File: src/rtl/tdr_pkg.sv
package tdr_pkg;

   localparam int TILE_SIZE       = 16;
   localparam int DEF_MAX_WIDTH   = 4096;
   localparam int DEF_MAX_HEIGHT  = 4096;

   // register sizes fixed by the register map
   localparam int TILES_W = 9;
   localparam int BAND_W  = 8;
   localparam int PIX_W   = 8;

   // item kinds on the request side
   localparam logic KIND_PIXEL = 1'b0;
   localparam logic KIND_DRAIN = 1'b1;

   // csr register indexes
   localparam logic CSR_WIDTH_TILES  = 1'b0;
   localparam logic CSR_HEIGHT_TILES = 1'b1;

   // in-tile row/column interleave: 0..7 woven with 8..15
   localparam logic [3:0] IDX_MAP [0:15] = '{
      4'd0, 4'd8, 4'd1, 4'd9, 4'd2, 4'd10, 4'd3, 4'd11,
      4'd4, 4'd12, 4'd5, 4'd13, 4'd6, 4'd14, 4'd7, 4'd15
   };

   // per-item outcome from the sequencer
   typedef struct packed {
      logic emit;
      logic row_end;
      logic frame_end;
   } step_flags_type;

endpackage

File: src/rtl/tdr_seq.sv
module tdr_seq
   import tdr_pkg::*;
#(
   parameter int MAX_WIDTH = DEF_MAX_WIDTH,
   parameter int COL_W     = $clog2(MAX_WIDTH),
   parameter int ADDR_W    = 1 + 4 + COL_W
) (
   input  logic              clock,
   input  logic              reset,
   input  logic              step,
   input  logic              kind,
   input  logic [COL_W-1:0]  last_col,
   input  logic [BAND_W-1:0] last_band,
   output step_flags_type    flags,
   output logic [ADDR_W-1:0] rd_addr,
   output logic [ADDR_W-1:0] wr_addr
);

   logic [COL_W-1:0]  in_col_ff,   in_col_in;
   logic [3:0]        in_row_ff,   in_row_in;
   logic [BAND_W-1:0] in_band_ff,  in_band_in;
   logic              wbank_ff,    wbank_in;
   logic [COL_W-1:0]  out_col_ff,  out_col_in;
   logic [3:0]        out_row_ff,  out_row_in;
   logic [BAND_W-1:0] out_band_ff, out_band_in;
   logic              pend_ff,     pend_in;
   logic [COL_W-1:0]  src_col;

   // column inside the tile replaced by its interleaved source
   assign src_col = (out_col_ff & ~COL_W'(15)) | COL_W'(IDX_MAP[out_col_ff[3:0]]);

   assign rd_addr = {~wbank_ff, IDX_MAP[out_row_ff], src_col};
   assign wr_addr = {wbank_ff, in_row_ff, in_col_ff};

   always_comb begin
      flags.emit      = pend_ff;
      flags.row_end   = (out_col_ff >= last_col);
      flags.frame_end = flags.row_end && (out_row_ff == 4'hF) && (out_band_ff >= last_band);

      in_col_in   = in_col_ff;
      in_row_in   = in_row_ff;
      in_band_in  = in_band_ff;
      wbank_in    = wbank_ff;
      out_col_in  = out_col_ff;
      out_row_in  = out_row_ff;
      out_band_in = out_band_ff;
      pend_in     = pend_ff;

      // read side first
      if (step && pend_ff) begin
         if (flags.row_end) begin
            out_col_in = '0;
            if (out_row_ff == 4'hF) begin
               out_row_in = '0;
               pend_in    = 1'b0;
            end else begin
               out_row_in = out_row_ff + 4'd1;
            end
         end else begin
            out_col_in = out_col_ff + COL_W'(1);
         end
      end

      // load side, a finished band takes over the read side
      if (step && (kind == KIND_PIXEL)) begin
         if (in_col_ff >= last_col) begin
            in_col_in = '0;
            in_row_in = in_row_ff + 4'd1;
            if (in_row_ff == 4'hF) begin
               wbank_in    = ~wbank_ff;
               pend_in     = 1'b1;
               out_col_in  = '0;
               out_row_in  = '0;
               out_band_in = in_band_ff;
               in_band_in  = (in_band_ff >= last_band) ? '0 : in_band_ff + BAND_W'(1);
            end
         end else begin
            in_col_in = in_col_ff + COL_W'(1);
         end
      end
   end

   always_ff @(posedge clock) begin
      if (reset) begin
         in_col_ff   <= '0;
         in_row_ff   <= '0;
         in_band_ff  <= '0;
         wbank_ff    <= 1'b0;
         out_col_ff  <= '0;
         out_row_ff  <= '0;
         out_band_ff <= '0;
         pend_ff     <= 1'b0;
      end else begin
         in_col_ff   <= in_col_in;
         in_row_ff   <= in_row_in;
         in_band_ff  <= in_band_in;
         wbank_ff    <= wbank_in;
         out_col_ff  <= out_col_in;
         out_row_ff  <= out_row_in;
         out_band_ff <= out_band_in;
         pend_ff     <= pend_in;
      end
   end

endmodule

File: config.mk
export PLATFORM = sky130hd
export DESIGN_NAME = tdr_seq
export DESIGN_NICKNAME = d
export VERILOG_FILES = /design/src/rtl/tdr_pkg.sv /design/src/rtl/tdr_seq.sv
export SDC_FILE = /design/constraint.sdc
export NUM_CORES = 1
export LEC_CHECK = 0
export ABC_AREA = 1
export BUFFER_PORTS_ARGS = -buffer_cell sky130_fd_sc_hd__buf_2
export CAP_MARGIN = 20
export CORE_MARGIN = 3
export CORE_UTILIZATION = 55
export CTS_CLUSTER_SIZE = 14
export DETAILED_ROUTE_END_ITERATION = 10
export PLACE_DENSITY = 0.83
export REMOVE_ABC_BUFFERS = 1
export SLEW_MARGIN = 30
export SYNTH_ARGS = -nofsm -noshare
export SYNTH_HDL_FRONTEND = slang
export SYNTH_SLANG_ARGS = --single-unit
File: constraint.sdc
create_clock -name clock -period 2.2 [get_ports clock]
set_input_delay 0.33 -clock clock [delete_from_list [all_inputs] [get_ports clock]]
set_output_delay 0.33 -clock clock [all_outputs]
set_load 0.02 [all_outputs]
==> metrics, run 1 <==
status finished, final reports clean; largest net degree at the start of global routing 19; async set-reset flop share out of synthesis 0%; top cells by area, synth dfxtp_1 29%, ha_1 16%, nand2_1 12%; wire length per cell 12.3 um; end of the worst hold path in_col_ff[0]; CP max-delay cell dfxtp_2; P_leak 1.98 nW; via count 3,288; Max transition margin 73.7%; Worst R2R Path Depth 10; most numerous cell in the Yosys netlist nand2_1; first-pass GRT wire length 13,500 um; # Post-CTS Setup Buffers 0; Cells after DPL 624; vias in the first global route 3,222; Die H 85.1 um; crit end category output pin; I/O pin count 61; hold buffers post-CTS 0; # DRC 0; CP arrival 1.84 ns; post-layout min period 2.17 ns; Cell Area, Synth 0.00344 mm^2; fmax 461 MHz; ys flop type dfxtp_1; Yosys top cell area share 29.1%; Non-Filler Instances 632; sequential element share of the synthesized area 29.1%; pre-CTS setup slack -0.0123 ns; Post-Synthesis Cells 493; number of diodes 0; nets@finish 625; Die Span X 85.1 um; RR Endpoint out_col_ff[8]; drt pass-1 iters 4; Compound-Gate Fraction of Synth Area 7.46%; # fillers 501; hold_sp kind; worst path cell trace ha_1 -> nand2_1 -> nor2_2 -> and2_1 -> nand2_1 -> nand4_2 -> nand2_2 -> a31oi_1 -> buf_4; std cell rows 28; area grow syn2layout 15.4%; EDFF count, synth 0; IR drop worst, VDD 0.353 mV; final core utilization 66.2%; Reg-to-Reg Start in_col_ff[7]; largest family of logic cells by synthesized area simple AND/OR/NAND/NOR gates; Post-Synth Adder-Cell Area 16.4%; antenna violations before repair 0; CP Launch Type flop; remaining antenna violation count 0; RSZ-0062 raised after global routing yes; Mean Syn Cell Area 6.97 um^2; Synthesis Warnings 0; GRT Overall Usage 22.3%; Synth cell types 36; Detailed Place HPWL 6120 um; most instantiated cells after synthesis 110 x nand2_1, 72 x inv_1, 60 x nor2_1, 50 x dfxtp_1, 45 x ha_1; drt initial violations 118; register bit count reported by yosys 50; Worst R2R Setup Slack 0.23 ns; Starting Density 57.4%; pwr/cell area 405 mW/mm^2; total power 0.00161 W; DR vias/cell 5.20; Worst-Skew Late Latency 0.31 ns; CTS Buf Count 5; Slew Viols, Final 0; Final Setup Violations 0; post-synthesis simple-gate area fraction 32.9%; ratio of cells with drive above 1 in the final layout 19.0%; Final WS setup 0.0328 ns; Setup CP Type reg -> out; crit path max fanout 4; Critical Path RT 1.87 ns; H-tree lvl count 2; Hold Violations, Final 0; CP max stage delay 0.35 ns; core outline area 0.00599 mm^2; Setup crit start out_col_ff[9]; CTS tree done; multiplexer share of the synthesized area 0%; Synth area leader dfxtp_1; PortBufs 60; CTS Buffer Depth 2; RD Place Congestion 0.854; fin crit share 98.5%; Hold/Removal Path Class in -> reg; CTS sink count 50; Clock transition at path regs 0.09 ns; worst-margin pin slew 0.395 ns; Total Wirelength 7780 um; clk root buf clkbuf_8; most used cell, CP nand2_1; clock skew 0.00979 ns; grt ovf 0; die area 0.00724 mm^2; xor/xnor cell area share of the yosys netlist 4.59%; Hold Path Depth 4; Max Cap Violations 0
-- placed cells by master, fill, tap and decap left out, drive strengths merged --
| cell | Yosys | routed |
|---|---|---|
| ha | 45 | 45 |
| inv | 73 | 73 |
| nand3 | 42 | 42 |
| nor3b | 1 | 1 |
| a21o | 2 | 2 |
| o21ai | 6 | 6 |
| o21bai | 1 | 1 |
| clkinv | 0 | 1 |
| nor2 | 66 | 66 |
| a31oi | 1 | 1 |
| nand2 | 116 | 116 |
| xor2 | 13 | 13 |
| nand4 | 9 | 9 |
| a21oi | 35 | 35 |
| or2 | 3 | 3 |
| and2 | 1 | 1 |
| dfxtp | 50 | 50 |
| nor4 | 1 | 1 |
| nor3 | 11 | 11 |
| buf | 6 | 66 |
| xnor2 | 5 | 5 |
| nand3b | 1 | 1 |
| a211oi | 1 | 1 |
| clkbuf | 4 | 7 |
-- metal layers --
layer,share of wire (%),vias up,track usage [%]
met4,2.4,0,8.92
met3,4.6,18,3.59
li1,-,1702,-
met2,50,87,40.5
met1,43,1481,25.9
met5,0,-,0
-- how the worst max path moves through the flow --
stage                endpoint  cells after the start
2_1_floorplan  out_col_ff[10]                      6
3_3_place_gp   out_col_ff[10]                     12
3_5_place_dp    out_col_ff[8]                     12
4_1_cts              flags[0]                      9
5_1_grt              flags[0]                      9
6_report             flags[0]                      9
-- cell type report --
cell class              instances  area, um^2  area share (%)
multi-input cells             360        2140            53.9
flip-flops and latches         50        1010            25.4
repair buffers                 66         360            9.08
inverters                      73         274            6.91
well taps                      75        93.8            2.37
clock buffers                   7        86.3            2.18
clock inverters                 1        5.00           0.126
-- power breakdown --
part           leakage (nW)  internal (W)  switching, W
Sequential            0.405      0.000905    0.00000386
Clock                0.0482      0.000254      0.000300
Combinational          1.53     0.0000531     0.0000902
-- state kept, by name, summed over array words and instances, names as in the netlist --
signal / count
in_band_ff: 8
pend_ff: 1
out_row_ff: 4
in_row_ff: 4
wbank_ff: 1
out_col_ff: 12
out_band_ff: 8
in_col_ff: 12
-- worst max-delay path, delay by kind of cell (launching register included) --
| kind | cells | cell delay, ns |
|---|---|---|
| AOI/OAI and AO/OA | 1 | 0.14 |
| adders and majority gates | 1 | 0.30 |
| and+or+nand+nor | 6 | 0.58 |
| buffers and inverters | 1 | 0.16 |
| DFF | 1 | 0.35 |
-- metrics by stage --
stage / area (um^2) / hold slack (ns) / setup TNS (ns)
global route: 3970 / 0.390 / -0.0573
CTS: 3950 / 0.339 / 0
finish: 3970 / 0.363 / 0
floorplan: 3380 / 0.399 / -0.642
detailed placement: 3830 / 0.462 / -0.0123
global placement: 3830 / 0.461 / 0
-- logic make-up (layout without fill, tap and decap cells) --
kind of cell | after synthesis | after routing
AO/OA/AOI/OAI | 46 | 46
XOR/XNOR | 18 | 18
adder cells (fa/ha/maj) | 45 | 45
buffers and inverters | 83 | 147
flip-flops | 50 | 50
AND/OR/NAND/NOR | 251 | 251
-- repair_timing --
item	4_1_cts	5_1_grt
endpoints found under the hold margin	0	0
endpoints found under the setup margin	2	15
resized for setup	5	7
pin swaps	1	0
No activity file was read; power rests on OpenSTA's default activity.
==> run 2, diff against run 1 <==
Settings changed: CORE_MARGIN 3 to not set, PLACE_DENSITY 0.83 to 0.86.
==> metrics, run 2 (same netlist as run 1, synthesis figures left out) <==
CTS Buffer Depth 2; CP arrival 1.82 ns; Worst-Skew Late Latency 0.30 ns; fmax 465 MHz; DP Area 0.00386 mm^2; antenna violations before repair 0; grt ovf 0; highest-count cells in the layout ignoring fill and taps 108 x nand2_1, 72 x inv_1, 59 x buf_2; number of diodes 0; Hold Violations, Final 0; hold buffers post-CTS 0; crit end category output pin; Die H 81.1 um; CTS tree done; CTS sink count 50; worst-margin pin slew 0.379 ns; largest net degree at the start of global routing 19; # DRC 0; Starting Density 57.4%; PortBufs 60; clk root buf clkbuf_8; DR vias/cell 5.14; Die Span X 81.1 um; Detailed Place HPWL 5830 um; ratio of cells with drive above 1 in the final layout 20.7%; RD Place Congestion 0.869; core outline area 0.00599 mm^2; crit path max fanout 4; Setup CP Type reg -> out; CP Launch Type flop; vias in the first global route 3,056; clock skew 0.00926 ns; Clock transition at path regs 0.09 ns; Max transition margin 74.7%; Total Wirelength 7620 um; I/O pin count 61; IR drop worst, VDD 0.351 mV; H-tree lvl count 2; CTS Buf Count 5; GRT Overall Usage 24.4%; P_leak 2.00 nW; commonest non-fill, non-tap cell in the layout nand2_1; first-pass GRT wire length 12,700 um; wire length per cell 12.0 um; die area 0.00657 mm^2; Slew Viols, Final 0; pwr/cell area 423 mW/mm^2; std cell rows 28; status finished, final reports clean; fin crit share 97.8%; Largest regs in_col_ff x12, out_col_ff x12; Max Cap Violations 0; Final Setup Violations 0; RSZ-0062 raised after global routing yes; remaining antenna violation count 0; Hold/Removal Path Class in -> reg; total power 0.00171 W; drt pass-1 iters 4; drt initial violations 99; post-layout min period 2.15 ns; area grow syn2layout 17.4%; via count 3,266; Critical Path RT 1.87 ns; design area 0.00404 mm^2; # Post-CTS Setup Buffers 0; nets@finish 628
## run 2: cell types whose count changed in the layout (fill, tap and decap cells not counted), moves of 2 or more
cell	change
dfxtp_2	+5
dfxtp_1	-4
buf_4	+3
ha_1	-2
ha_4	+2
## run 2: path summary, 6_finish.rpt
kind                       start        endpoint  slack, ns  cells past startpoint
setup / recovery  out_col_ff[10]        flags[0]       0.05                      9
setup reg to reg   in_col_ff[10]         pend_ff       0.20                     12
hold / removal              kind   in_col_ff[11]       0.37                      4
hold reg to reg   out_band_ff[5]  out_band_ff[5]       0.48                      2
## run 2: metal layers
layer / part of all wire, % / vias to the layer above / GRT usage (%)
met4: 2.1 / 0 / 9.64
met1: 44 / 1487 / 27.6
met3: 3.6 / 17 / 4.61
met2: 50 / 62 / 44.7
li1: - / 1700 / -
met5: 0 / - / 0
## run 2: area by class of cell
cell class | count | area (um^2)
multi-input combinational | 360 | 2160
fill | 506 | 1950
sequential | 50 | 1010
timing repair buffer | 69 | 383
inverter | 73 | 274
tap | 75 | 93.8
clock buffer | 6 | 72.6
clock inverter | 2 | 37.5
## run 2: where the power goes
group | total [W] | leakage (nW) | switching (W) | internal (W)
Clock | 0.000646 | 0.0514 | 0.000306 | 0.000340
Sequential | 0.000909 | 0.407 | 0.00000215 | 0.000907
Combinational | 0.000153 | 1.54 | 0.0000956 | 0.0000570
## run 2: critical path: stages, from the launching register on
cell and delay (ns):
dfxtp_2 0.35, ha_1 0.29, nand2_2 0.08, nor2_4 0.13
and2_1 0.12, nand2_1 0.06, nand4_2 0.09, nand2_2 0.09
a31oi_1 0.15, buf_4 0.16
## run 2: timing repair
| action | 4_1_cts | 5_1_grt |
|---|---|---|
| pin swaps | 1 | 2 |
| resized for setup | 3 | 15 |
| setup endpoints to repair | 1 | 13 |
## run 2: metrics by stage
step | worst slack (ns) | hold slack (ns) | setup TNS, ns | std cells | utilization, %
after global routing | -0.0706 | 0.390 | -0.0706 | 635 | 67.4
final | 0.0489 | 0.369 | 0 | 635 | 67.4
after global placement | 0.146 | 0.459 | 0 | 627 | 64.4
after CTS | 0.00963 | 0.362 | 0 | 635 | 66.3
after floorplan | -0.0762 | 0.399 | -0.642 | 483 | -
after detailed placement | 0.0639 | 0.462 | 0 | 627 | 64.4
==> run 3, diff against run 2 <==
Settings changed: CORE_UTILIZATION 55 to 30, GPL_TIMING_DRIVEN set to 0, PLACE_DENSITY 0.86 to 0.55.
==> metrics, run 3 (same netlist as run 1, synthesis figures left out) <==
fmax 471 MHz; Die H 109 um; crit path max fanout 5; GRT Overall Usage 13.9%; hold buffers post-CTS 0; Hold/Removal Path Class in -> reg; Metal-1 WL 3670 um; Slew Viols, Final 0; total power 0.00206 W; die area 0.0119 mm^2; CP arrival 1.79 ns; IR drop worst, VDD 0.272 mV; vias in the first global route 2,898; CTS sink count 50; std cell rows 38; Setup crit start out_col_ff[6]; Worst Path Buf+Inv 1; hold_sp kind; pwr/cell area 481 mW/mm^2; Reg-to-Reg Start in_col_ff[9]; Clock transition at path regs 0.07 ns; P_leak 2.06 nW; Total Wirelength 7980 um; first-pass GRT wire length 13,200 um; Detailed Place HPWL 6130 um; CTS Buf Count 5; antenna violations before repair 1; setup_tns 0 ns; Worst-Skew Late Latency 0.29 ns; CP Launch Type flop; crit end category output pin; routed wl met2 3730 um; clk root buf clkbuf_16; CP max-delay cell dfxtp_2; grt ovf 0; nets@finish 624; drt pass-1 iters 4; Final Setup Violations 0; CP max stage delay 0.35 ns; Non-Filler Instances 696; I/O pin count 61; clock skew 0.00817 ns; most used cell, CP nand2_4; fin crit share 96.5%; Hold Slack 0.376 ns; CTS Buffer Depth 2; Largest delay share family, worst path simple AND/OR/NAND/NOR gates; drt initial violations 171; number of diodes 0; post-layout min period 2.12 ns; Die Span X 109 um; Cells after DPL 683; status finished, final reports clean; Final WS setup 0.0775 ns; core outline area 0.0110 mm^2; worst path cell trace ha_1 -> nand2_2 -> nor2_2 -> and2_4 -> nand2_4 -> nand4_4 -> nand2_4 -> a31oi_4 -> buf_6; Largest regs in_col_ff x12, out_col_ff x12; wire length per cell 11.5 um; # fillers 1,171; remaining antenna violation count 0; ratio of cells with drive above 1 in the final layout 23.0%; # DRC 0; commonest non-fill, non-tap cell in the layout nand2_1; PortBufs 60; met3 wire len 508 um; uppermost routed layer met4; Max Cap Violations 0; highest-count cells in the layout ignoring fill and taps 102 x nand2_1, 72 x inv_1, 59 x buf_2; Hold Violations, Final 0; via count 3,209; H-tree lvl count 2; Critical Path RT 1.87 ns; largest net degree at the start of global routing 24; DR vias/cell 4.61; area grow syn2layout 24.6%; pre-CTS setup slack -0.388 ns; Starting Density 31.3%; worst-margin pin slew 0.527 ns; Setup CP Type reg -> out; RD Place Congestion 0.760; CTS tree done; Max transition margin 64.7%
## run 3: changes by cell type in the layout (fill, tap and decap cells not counted), moves of 3 or more
| cell | previous run | this run |
|---|---|---|
| buf_4 | 9 | 5 |
| clkbuf_16 | 0 | 5 |
| clkbuf_8 | 5 | 0 |
| dfxtp_1 | 42 | 39 |
| dfxtp_4 | 0 | 4 |
| nand2_1 | 108 | 102 |
| nand2_2 | 8 | 11 |
| nand2_4 | 0 | 3 |
## run 3: power breakdown
part,internal (W),switching [W],total (W)
clock network,0.000654,0.000351,0.00100
logic,0.0000576,0.0000938,0.000151
registers,0.000902,0.00000320,0.000905
## run 3: final timing paths
path	slack [ns]	cells after the start	to
worst max register to register	0.19	12	in_band_ff[2]
worst max-delay path	0.08	9	flags[0]
worst min register to register	0.48	2	out_band_ff[2]
worst min-delay path	0.38	4	in_col_ff[0]
## run 3: per-stage QoR
stage | area (um^2) | util, %
2_1_floorplan | 3380 | -
3_3_place_gp | 3860 | 35.1
3_5_place_dp | 3860 | 35.1
4_1_cts | 4110 | 37.4
5_1_grt | 4280 | 39.0
6_report | 4280 | 39.0
## run 3: metal layers
| layer | up-vias | GRT usage [%] |
|---|---|---|
| met5 | - | 0 |
| met4 | 0 | 3.19 |
| met3 | 7 | 3.29 |
| met1 | 1429 | 17.5 |
| li1 | 1709 | - |
| met2 | 64 | 23.9 |
## run 3: cell type report
class / count / area, um^2 / area share, %
repair buffers: 65 / 344 / 8.03
clock inverters: 3 / 68.8 / 1.61
inverters: 73 / 274 / 6.40
clock buffers: 5 / 125 / 2.92
well taps: 140 / 175 / 4.09
flip-flops and latches: 50 / 1020 / 23.9
multi-input cells: 360 / 2270 / 53.0
## run 3: repair_timing
action	CTS	global route
setup buffers	2	3
resized for setup	11	33
pin swaps	3	8
endpoints found under the setup margin	23	26
## run 3: worst min-delay path, cell delays in order
cell and delay [ns]:
buf_2 0.11, nor2_4 0.07, nand2_1 0.05, a21oi_1 0.05
